===== src/hdl/cpu8_pkg.sv =====
// ----------------------------------------------------------------------------
// cpu8_pkg: shared types and constants of the 8-bit CPU core
// Opcodes, operation codes, flag positions and the controller/datapath links.
// ----------------------------------------------------------------------------
`default_nettype none
package cpu8_pkg;

   localparam int MemDepth = 65536;
   localparam int MemAw    = $clog2(MemDepth);

   typedef enum logic [2:0] {
      OP_EXEC  = 3'd0,
      OP_RESV  = 3'd1,
      OP_IRQV  = 3'd2,
      OP_NMIV  = 3'd3,
      OP_LOAD  = 3'd4,
      OP_READ  = 3'd5,
      OP_SETR  = 3'd6,
      OP_SETPC = 3'd7
   } op_type;

   localparam logic [7:0] OPC_CLC = 8'h18;
   localparam logic [7:0] OPC_SEC = 8'h38;
   localparam logic [7:0] OPC_CLD = 8'hd8;
   localparam logic [7:0] OPC_SED = 8'hf8;
   localparam logic [7:0] OPC_NOP = 8'hea;
   localparam logic [7:0] OPC_JMP = 8'h4c;
   localparam logic [7:0] OPC_ADC = 8'h69;
   localparam logic [7:0] OPC_LDAI = 8'ha9;
   localparam logic [7:0] OPC_LDXI = 8'ha2;
   localparam logic [7:0] OPC_LDYI = 8'ha0;
   localparam logic [7:0] OPC_LDAA = 8'had;
   localparam logic [7:0] OPC_LDXA = 8'hae;
   localparam logic [7:0] OPC_LDYA = 8'hac;
   localparam logic [7:0] OPC_STA = 8'h8d;
   localparam logic [7:0] OPC_STX = 8'h8e;
   localparam logic [7:0] OPC_STY = 8'h8c;
   localparam logic [7:0] OPC_INY = 8'hc8;
   localparam logic [7:0] OPC_DEX = 8'hca;
   localparam logic [7:0] OPC_BNE = 8'hd0;
   localparam logic [7:0] OPC_INC = 8'hee;

   localparam logic [15:0] VEC_RESET = 16'hfffc;
   localparam logic [15:0] VEC_IRQ   = 16'hfffe;
   localparam logic [15:0] VEC_NMI   = 16'hfffa;

   localparam int FLAG_N = 7;
   localparam int FLAG_V = 6;
   localparam int FLAG_D = 3;
   localparam int FLAG_Z = 1;
   localparam int FLAG_C = 0;

   localparam logic REG_START = 1'b0;
   localparam logic REG_END   = 1'b1;

   // Which address the memory port uses this cycle.
   typedef enum logic [2:0] {
      ASEL_PC   = 3'd0,
      ASEL_PC1  = 3'd1,
      ASEL_PC2  = 3'd2,
      ASEL_EA   = 3'd3,
      ASEL_VEC  = 3'd4,
      ASEL_VEC1 = 3'd5,
      ASEL_REQ  = 3'd6
   } asel_type;

   // Where the registered read data lands.
   typedef enum logic [2:0] {
      CAP_NONE = 3'd0,
      CAP_OPC  = 3'd1,
      CAP_B1   = 3'd2,
      CAP_B2   = 3'd3,
      CAP_DATA = 3'd4,
      CAP_VLO  = 3'd5
   } cap_type;

   typedef struct packed {
      logic     take;     // latch the request word
      asel_type asel;
      logic     mem_rd;
      logic     mem_wr_req;  // op load: unguarded write of request data
      cap_type  cap;       // capture read data of previous cycle
      logic     exec;      // commit the instruction
      logic     vec_done;  // commit vector fetch into pc
      logic     misc_done; // commit set/read ops
   } cmd_type;

   typedef struct packed {
      op_type     op;
      logic [7:0] opc;
   } sts_type;

   function automatic logic [1:0] opc_len(input logic [7:0] o);
      logic [1:0] n;
      n = 2'd1;
      case (o)
         OPC_ADC, OPC_LDAI, OPC_LDXI, OPC_LDYI, OPC_BNE: n = 2'd2;
         OPC_JMP, OPC_LDAA, OPC_LDXA, OPC_LDYA, OPC_STA, OPC_STX, OPC_STY,
         OPC_INC: n = 2'd3;
         default: n = 2'd1;
      endcase
      return n;
   endfunction

   function automatic logic opc_mem(input logic [7:0] o);
      logic r;
      r = 1'b0;
      case (o)
         OPC_LDAA, OPC_LDXA, OPC_LDYA, OPC_INC: r = 1'b1;
         default: r = 1'b0;
      endcase
      return r;
   endfunction

endpackage
`default_nettype wire


===== src/hdl/cpu8_ctrl.sv =====
// ----------------------------------------------------------------------------
// cpu8_ctrl: sequencing state machine
// Steps each word through fetch, data read, execute or a vector/other op.
// ----------------------------------------------------------------------------
`default_nettype none
module cpu8_ctrl import cpu8_pkg::*; (
   input  wire logic    clock,
   input  wire logic    reset,
   input  wire logic    req_valid,
   output logic         req_ready,
   output logic         rsp_valid,
   input  wire logic    rsp_ready,
   input  wire sts_type sts,
   output cmd_type      cmd
);

   typedef enum logic [8:0] {
      S_IDLE = 9'b000000001,
      S_F0   = 9'b000000010,
      S_F1   = 9'b000000100,
      S_F2   = 9'b000001000,
      S_F3   = 9'b000010000,
      S_DR   = 9'b000100000,
      S_EX   = 9'b001000000,
      S_V1   = 9'b010000000,
      S_V2   = 9'b100000000
   } state_type;

   state_type state_ff, state_in;
   logic      rsp_valid_ff, rsp_valid_in;
   logic      done;

   // A new word is taken once the previous result has left or leaves now.
   assign req_ready = (state_ff == S_IDLE) && (!rsp_valid_ff || rsp_ready);
   assign rsp_valid = rsp_valid_ff;

   always_comb begin
      state_in = state_ff;
      cmd      = '0;
      cmd.asel = ASEL_PC;
      cmd.cap  = CAP_NONE;
      done     = 1'b0;
      case (state_ff)
         S_IDLE: begin
            if (req_valid && req_ready) begin
               cmd.take = 1'b1;
               state_in = S_F0;
            end
         end
         S_F0: begin
            case (sts.op)
               OP_EXEC: begin
                  cmd.asel = ASEL_PC; cmd.mem_rd = 1'b1; state_in = S_F1;
               end
               OP_RESV, OP_IRQV, OP_NMIV: begin
                  cmd.asel = ASEL_VEC; cmd.mem_rd = 1'b1; state_in = S_V1;
               end
               OP_LOAD: begin
                  cmd.asel = ASEL_REQ; cmd.mem_wr_req = 1'b1;
                  cmd.misc_done = 1'b1; done = 1'b1; state_in = S_IDLE;
               end
               OP_READ: begin
                  cmd.asel = ASEL_REQ; cmd.mem_rd = 1'b1; state_in = S_V2;
               end
               default: begin
                  cmd.misc_done = 1'b1; done = 1'b1; state_in = S_IDLE;
               end
            endcase
         end
         S_F1: begin
            cmd.cap = CAP_OPC; cmd.asel = ASEL_PC1; cmd.mem_rd = 1'b1;
            state_in = S_F2;
         end
         S_F2: begin
            cmd.cap = CAP_B1; cmd.asel = ASEL_PC2; cmd.mem_rd = 1'b1;
            state_in = S_F3;
         end
         S_F3: begin
            cmd.cap = CAP_B2;
            state_in = opc_mem(sts.opc) ? S_DR : S_EX;
         end
         S_DR: begin
            cmd.asel = ASEL_EA; cmd.mem_rd = 1'b1; state_in = S_EX;
         end
         S_EX: begin
            cmd.cap = CAP_DATA; cmd.asel = ASEL_EA; cmd.exec = 1'b1;
            done = 1'b1; state_in = S_IDLE;
         end
         S_V1: begin
            cmd.cap = CAP_VLO; cmd.asel = ASEL_VEC1; cmd.mem_rd = 1'b1;
            state_in = S_V2;
         end
         S_V2: begin
            cmd.cap = CAP_DATA;
            cmd.vec_done  = (sts.op != OP_READ);
            cmd.misc_done = (sts.op == OP_READ);
            done = 1'b1; state_in = S_IDLE;
         end
         default: state_in = S_IDLE;
      endcase
   end

   always_comb begin
      rsp_valid_in = rsp_valid_ff;
      if (rsp_valid_ff && rsp_ready) rsp_valid_in = 1'b0;
      if (done) rsp_valid_in = 1'b1;
   end

   always_ff @(posedge clock) begin
      if (reset) begin
         state_ff     <= S_IDLE;
         rsp_valid_ff <= 1'b0;
      end else begin
         state_ff     <= state_in;
         rsp_valid_ff <= rsp_valid_in;
      end
   end

endmodule
`default_nettype wire


===== config.mk =====
export PLATFORM = sky130hd
export DESIGN_NAME = cpu8_ctrl
export DESIGN_NICKNAME = d
export VERILOG_FILES = /design/src/hdl/cpu8_pkg.sv /design/src/hdl/cpu8_ctrl.sv
export SDC_FILE = /design/constraint.sdc
export NUM_CORES = 1
export LEC_CHECK = 0
export CAP_MARGIN = 20
export CORE_MARGIN = 2
export CORE_UTILIZATION = 49
export CTS_BUF_LIST = sky130_fd_sc_hd__clkbuf_4 sky130_fd_sc_hd__clkbuf_8
export CTS_CLUSTER_DIAMETER = 60
export DETAILED_ROUTE_END_ITERATION = 8
export DONT_BUFFER_PORTS = 1
export PLACE_DENSITY = 0.66
export REMOVE_ABC_BUFFERS = 1
export SLEW_MARGIN = 0
export SYNTH_ARGS = -nofsm -noshare
export SYNTH_HDL_FRONTEND = slang
export SYNTH_SLANG_ARGS = --single-unit

===== constraint.sdc =====
create_clock -name clock -period 1.6 [get_ports clock]
set_input_delay 0.16 -clock clock [delete_from_list [all_inputs] [get_ports clock]]
set_output_delay 0.16 -clock clock [all_outputs]
set_load 0.05 [all_outputs]

==> out/qor.yml, run 1 <==
route:
  first_pass_iters: 4
  drt-met1-wl_um: 1110
  drc: 0
  highest_layer: "met4"
  via_per_inst: 6.50
  wl_per_cell_um: 19.3
  wl_met2_um: 1420
  wl_met3_um: 224
  drtAntennaViolNets: 0
  drt_first_iter_violations: 40
  routed_wl_um: 2850
  vias: 962
synthesis:
  synthMostInstantiatedCell: "dfxtp_1"
  synth_edf_count: 0
  synthTopCellsByArea: "dfxtp_1, nand4_1, nor4_2, nor2_1, nand2_1"
  synthMuxAreaShare: 0.0129
  synth_common_cells: "dfxtp_1, nor2_1, nand2_1, nand4_1, o21ai_0"
  synth-compound-area-share: 0.159
  ys_warn_count: 0
  synthAdderAreaFrac: 0
  ys_seq_elements: 10
  yosys.area.top_type: "dfxtp_1"
  synth_top_cell_area_share: 0.259
  synth_top_family_by_area: "simple AND/OR/NAND/NOR gates"
  synthArstFlopShare: 0
  syn_avg_cell_area_sq_um: 8.40
  ys.flop_type: "dfxtp_1"
  synthSimpleGateAreaFrac: 0.476
  synth_xor_area_frac: 0.0453
  synth_cell_type_count: 43
  syn_area_sq_um: 773
  synth_seq_area_share: 0.259
  syn_inst: 92
setup_path:
  endpoint_kind: "output port"
  crit_required_ns: 1.44
  cp_data_arrival_time_ns: 1.74
  r2r_end: "state_ff[6]"
  path_class: "reg -> out"
  rr_startpoint: "state_ff[2]"
  r2r_slack_ns: -0.04
  critPathLaunchType: "flip-flop"
  max_stage_delay_ns: 0.39
  cp_max_fo: 7
  critPathSlowestCell: "dfxtp_4"
  crit_chain: "nor4_4 -> nand4b_1 -> o31a_1 -> o211ai_1 -> buf_4"
  cp_top_family: "simple AND/OR/NAND/NOR gates"
  reg2regPathDepth: 6
  critical_path_buf_inv_count: 1
flow_run:
  maxCapViolations: 0
clock_tree:
  clock_path_buffers: 2
  cts_buffers: 3
  clockRootBuffer: "clkbuf_4"
  tritoncts: "done"
  cts_sinks: 10
  clkTransAtPathRegs_ns: 0.07
  cts_max_level: 1
  insertion_delay_ns: 0.26
layout:
  finish.net_count: 148
  area_delta_synth_final_pct: 71.2
  diodes: 0
  drive_above_1_share: 0.598
  post-route-util: 0.889
floorplanning:
  start_util: 0.519
  rows: 14
  pin_count: 29
  dieArea_sq_um: 1910
  die_height_um: 43.7
  core-area_sq_um: 1490
  die_x_um: 43.7
power:
  p_leak_nw: 0.563
  power_density_nw_per_um2: 534
  ir_drop_mv: 0.587
worst_hold_path:
  hold_start: "sts[10]"
  hp-class: "in -> reg"
  hold_path_depth: 2
  min_delay_worst_endpoint: "state_ff[8]"
global_routing:
  grt_max_degree: 10
  gr-usage-all-layers: 0.294
  antenna_found_initial: 0
  grt_overflow_total: 0
  first_global_vias: 925
  grt_pass1_wl_um: 4150
place:
  portBuffers: 0
  dp_hpwl_um: 1580
  pre_cts_ws_ns: -0.0473
  gp_congestion: 0.879
timing:
  setup_viol: 14
  worst_slack_ns: -0.300
  slew_headroom: 0.732
  fin_worst_skew_ns: 0.00374
  tightest_slew_ns: 0.397
  fin_crit_sh: 1.19
  post-route-min-period_ns: 1.90
  final_max_slew_viol_count: 0
  fmax_mhz: 526
  rsz0062_at_grt: "yes"
  hold_violations: 0
run_status:
  status: "finished with violations"
  violations: "negative setup slack"
logic make-up (layout without fill, tap and decap cells):
logic type,Yosys count,after routing
AO/OA/AOI/OAI,17,17
XOR/XNOR,4,4
buffers and inverters,5,45
flip-flops,10,10
multiplexers,1,1
AND/OR/NAND/NOR,55,55
layout by cell type (no fill, tap or decap), types with 2 or more instances in the layout:
| cell | synthesis | routed |
|---|---|---|
| nand4_1 | 6 | 6 |
| nor2_2 | 0 | 2 |
| nand4b_1 | 2 | 2 |
| buf_4 | 1 | 23 |
| o21ai_0 | 5 | 2 |
| dfxtp_2 | 0 | 3 |
| nand2_2 | 0 | 2 |
| xor2_1 | 3 | 3 |
| dlygate4sd3_1 | 0 | 2 |
| buf_6 | 2 | 9 |
| nor2_1 | 9 | 5 |
| a21oi_1 | 2 | 2 |
| nand3_1 | 3 | 3 |
| nor2_4 | 0 | 2 |
| and2_4 | 1 | 3 |
| dfxtp_4 | 0 | 6 |
| nor3_2 | 1 | 2 |
| buf_12 | 0 | 6 |
| nor3_4 | 1 | 3 |
| nor4_4 | 0 | 2 |
| nor2b_1 | 4 | 4 |
| nand2_1 | 8 | 6 |
| o21ai_2 | 0 | 2 |
| clkbuf_4 | 0 | 3 |
routing by layer:
layer / up-vias / global-route usage
met5: - / 0
met4: 0 / 0.188
met3: 12 / 0.0417
met2: 61 / 0.476
met1: 455 / 0.361
li1: 434 / -
sequential cells by signal, indices dropped and copies added, names as in the netlist:
signal	flops
state_ff	9
rsp_valid	1
per-stage QoR:
stage               power [mW]  cells  hold WS (ns)  TNS, ns  cell area, sq um
finish                   0.707    148        0.0632    -2.22              1320
detailed placement       0.423    126         0.234  -0.0645              1000
global route             0.739    148        0.0458    -2.91              1320
floorplan                0.373     88         0.231    -1.78               739
CTS                      0.683    141        0.0119    -1.11              1220
global placement         0.420    126         0.233        0              1000
layout make-up:
cell class	count	area (sq um)
Timing Repair Buffer	40	414
Inverter	1	3.75
Fill cell	70	165
Sequential cell	10	226
Multi-Input combinational cell	77	623
Clock buffer	4	36.3
Tap cell	16	20.0
report_power, final:
group          internal, mW  total, mW  leakage [nW]  switching, mW
Clock                 0.138      0.228        0.0210         0.0896
Sequential            0.247      0.264        0.0865         0.0167
Combinational         0.107      0.216         0.456          0.109
Total                 0.492      0.707         0.563          0.215
worst max path at each step:
stage                 from  endpoint  slack [ns]  depth (start not counted)
2_1_floorplan  state_ff[1]   cmd[10]       -0.57                          3
3_3_place_gp   state_ff[1]    cmd[9]        0.05                          5
3_5_place_dp   state_ff[3]    cmd[9]       -0.05                          5
4_1_cts        state_ff[7]    cmd[9]       -0.19                          5
5_1_grt        state_ff[2]    cmd[9]       -0.36                          5
6_report       state_ff[2]    cmd[9]       -0.30                          5
repair_timing:
item,4_1_cts,5_1_grt
pin swaps,16,13
buffers inserted,11,7
setup endpoints to repair,12,17
hold buffers,1,1
hold endpoints to repair,2,1
gates resized for setup,30,16
Power figures use the tool's default switching activity.
==> run 2, diff against run 1 <==
--- a/config.mk
+++ b/config.mk
@@ -6,13 +6,14 @@
 export NUM_CORES = 1
 export LEC_CHECK = 0
 export CAP_MARGIN = 20
-export CORE_MARGIN = 2
-export CORE_UTILIZATION = 49
+export CELL_PAD_IN_SITES_DETAIL_PLACEMENT = 0
+export CELL_PAD_IN_SITES_GLOBAL_PLACEMENT = 1
+export CORE_UTILIZATION = 46
 export CTS_BUF_LIST = sky130_fd_sc_hd__clkbuf_4 sky130_fd_sc_hd__clkbuf_8
 export CTS_CLUSTER_DIAMETER = 60
 export DETAILED_ROUTE_END_ITERATION = 8
 export DONT_BUFFER_PORTS = 1
-export PLACE_DENSITY = 0.66
+export PLACE_DENSITY = 0.82
 export REMOVE_ABC_BUFFERS = 1
 export SLEW_MARGIN = 0
 export SYNTH_ARGS = -nofsm -noshare
==> run 2 against run 1 <==
Compared with the run above:
- the run ends with negative hold slack, negative setup slack left
- largest power group unchanged
- flip-flop and latch count stayed put
- critical path depth up 1
- power decreased by 1.1%
- combinational power down 6%
- critical path type unchanged
- die area down 3.3%
==> out/qor.yml, run 2 (synthesis gave the netlist of run 1 again) <==
run_status:
  status: "finished with violations"
  violations: "negative hold slack, negative setup slack"
floorplanning:
  core-area_sq_um: 1540
  die_x_um: 43
  die_height_um: 43
  rows: 14
  pin_count: 29
  dieArea_sq_um: 1850
  start_util: 0.502
route:
  drt_first_iter_violations: 43
  wl_per_cell_um: 18.1
  drc: 0
  first_pass_iters: 4
  vias: 872
  routed_wl_um: 2510
  drtAntennaViolNets: 0
  via_per_inst: 6.27
timing:
  fin_crit_sh: 1.15
  whs_ns: -0.00106
  tightest_slew_ns: 0.324
  hold_violations: 1
  fmax_mhz: 543
  fin_worst_skew_ns: 0.00126
  fin_setup_tns_ns: -1.54
  final_max_slew_viol_count: 0
  worst_slack_ns: -0.243
  post-route-min-period_ns: 1.84
  slew_headroom: 0.783
  setup_viol: 12
  rsz0062_at_grt: "yes"
clock_tree:
  cts_sinks: 10
  cts_buffers: 3
  cts_max_level: 1
  tritoncts: "done"
  clkTransAtPathRegs_ns: 0.07
  insertion_delay_ns: 0.27
  clock_path_buffers: 2
  clockRootBuffer: "clkbuf_4"
setup_path:
  max_stage_delay_ns: 0.38
  cp_data_arrival_time_ns: 1.68
  cp_max_fo: 5
  path_class: "reg -> out"
  critPathLaunchType: "flip-flop"
  crit_required_ns: 1.44
  r2r_slack_ns: 0.06
  critPathSlowestCell: "dfxtp_4"
  crit_top_cell: "nand4_1"
  crit_chain: "nor3_4 -> buf_6 -> nand4_1 -> and2_4 -> nand4_1 -> buf_12"
  endpoint_kind: "output port"
place:
  gp_congestion: 0.850
  dp_hpwl_um: 1600
  dp_cells: 126
  pre_cts_ws_ns: -0.0391
  portBuffers: 0
  placed_area_sq_um: 1000
power:
  power_density_nw_per_um2: 568
  seq_power_share: 0.377
  ir_drop_mv: 0.418
  internal-power_mw: 0.485
  p_sw_frac: 0.306
  combinationalPowerShare: 0.289
  finalPower_mw: 0.699
  p_leak_nw: 0.514
  clkPwrFrac: 0.334
  p_sw_mw: 0.214
layout:
  diodes: 0
  finish.net_count: 139
  drive_above_1_share: 0.553
  post-route-util: 0.799
  final_cell_mix: "buf_4, nor2_1"
  nFillCells: 94
  largest_reg_flops: 9
  largest_register: "state_ff"
  final_common_cell: "buf_4"
  final_area_sq_um: 1230
  fin_cells: 139
  area_delta_synth_final_pct: 59.2
global_routing:
  grt_pass1_wl_um: 3880
  gr-usage-all-layers: 0.276
  antenna_found_initial: 0
  grt_max_degree: 10
  grt_overflow_total: 0
  first_global_vias: 851
flow_run:
  maxCapViolations: 0
worst_hold_path:
  hp-class: "in -> reg"
run 2: timing repair:
| action | in CTS | in global routing |
|---|---|---|
| hold buffers | 1 | 0 |
| gates resized for setup | 21 | 18 |
| pin swaps | 11 | 15 |
| setup buffers | 10 | 3 |
| gates cloned | 0 | 0 |
| hold endpoints to repair | 2 | 0 |
| setup endpoints to repair | 13 | 15 |
run 2: area by class of cell:
cell class | count | area (sq um) | share of cell area
Multi-Input combinational cell | 77 | 613 | 0.498
Clock buffer | 4 | 36.3 | 0.0295
Tap cell | 16 | 20.0 | 0.0163
Inverter | 1 | 3.75 | 0.00305
Timing Repair Buffer | 31 | 333 | 0.270
Sequential cell | 10 | 225 | 0.183
run 2: power groups by stage:
stage          Combinational [mW]  Sequential, mW  Clock (mW)
6_report                    0.202           0.264       0.233
5_1_grt                     0.214           0.265       0.261
2_1_floorplan               0.104           0.269           0
3_3_place_gp                0.152           0.269           0
3_5_place_dp                0.154           0.271           0
4_1_cts                     0.201           0.265       0.227
run 2: critical path, delay by kind of cell (launching register included):
family,cells,cell delay [ns]
DFF,1,0.38
buffers and inverters,2,0.30
and+or+nand+nor,4,0.73
run 2: per-layer routing:
layer | global-route usage | share of wire | vias to the layer above
met1 | 0.358 | 0.45 | 427
met2 | 0.458 | 0.50 | 31
met4 | 0.0970 | 0.023 | 0
met3 | 0.0468 | 0.031 | 6
met5 | 0 | 0 | -
li1 | - | - | 408
run 2: worst paths after layout:
path | start | to | depth (start not counted)
worst max-delay path | state_ff[1] | cmd[7] | 6
worst min-delay path | reset | rsp_valid | 1
worst max register to register | state_ff[2] | state_ff[6] | 5
worst min register to register | state_ff[5] | state_ff[3] | 3
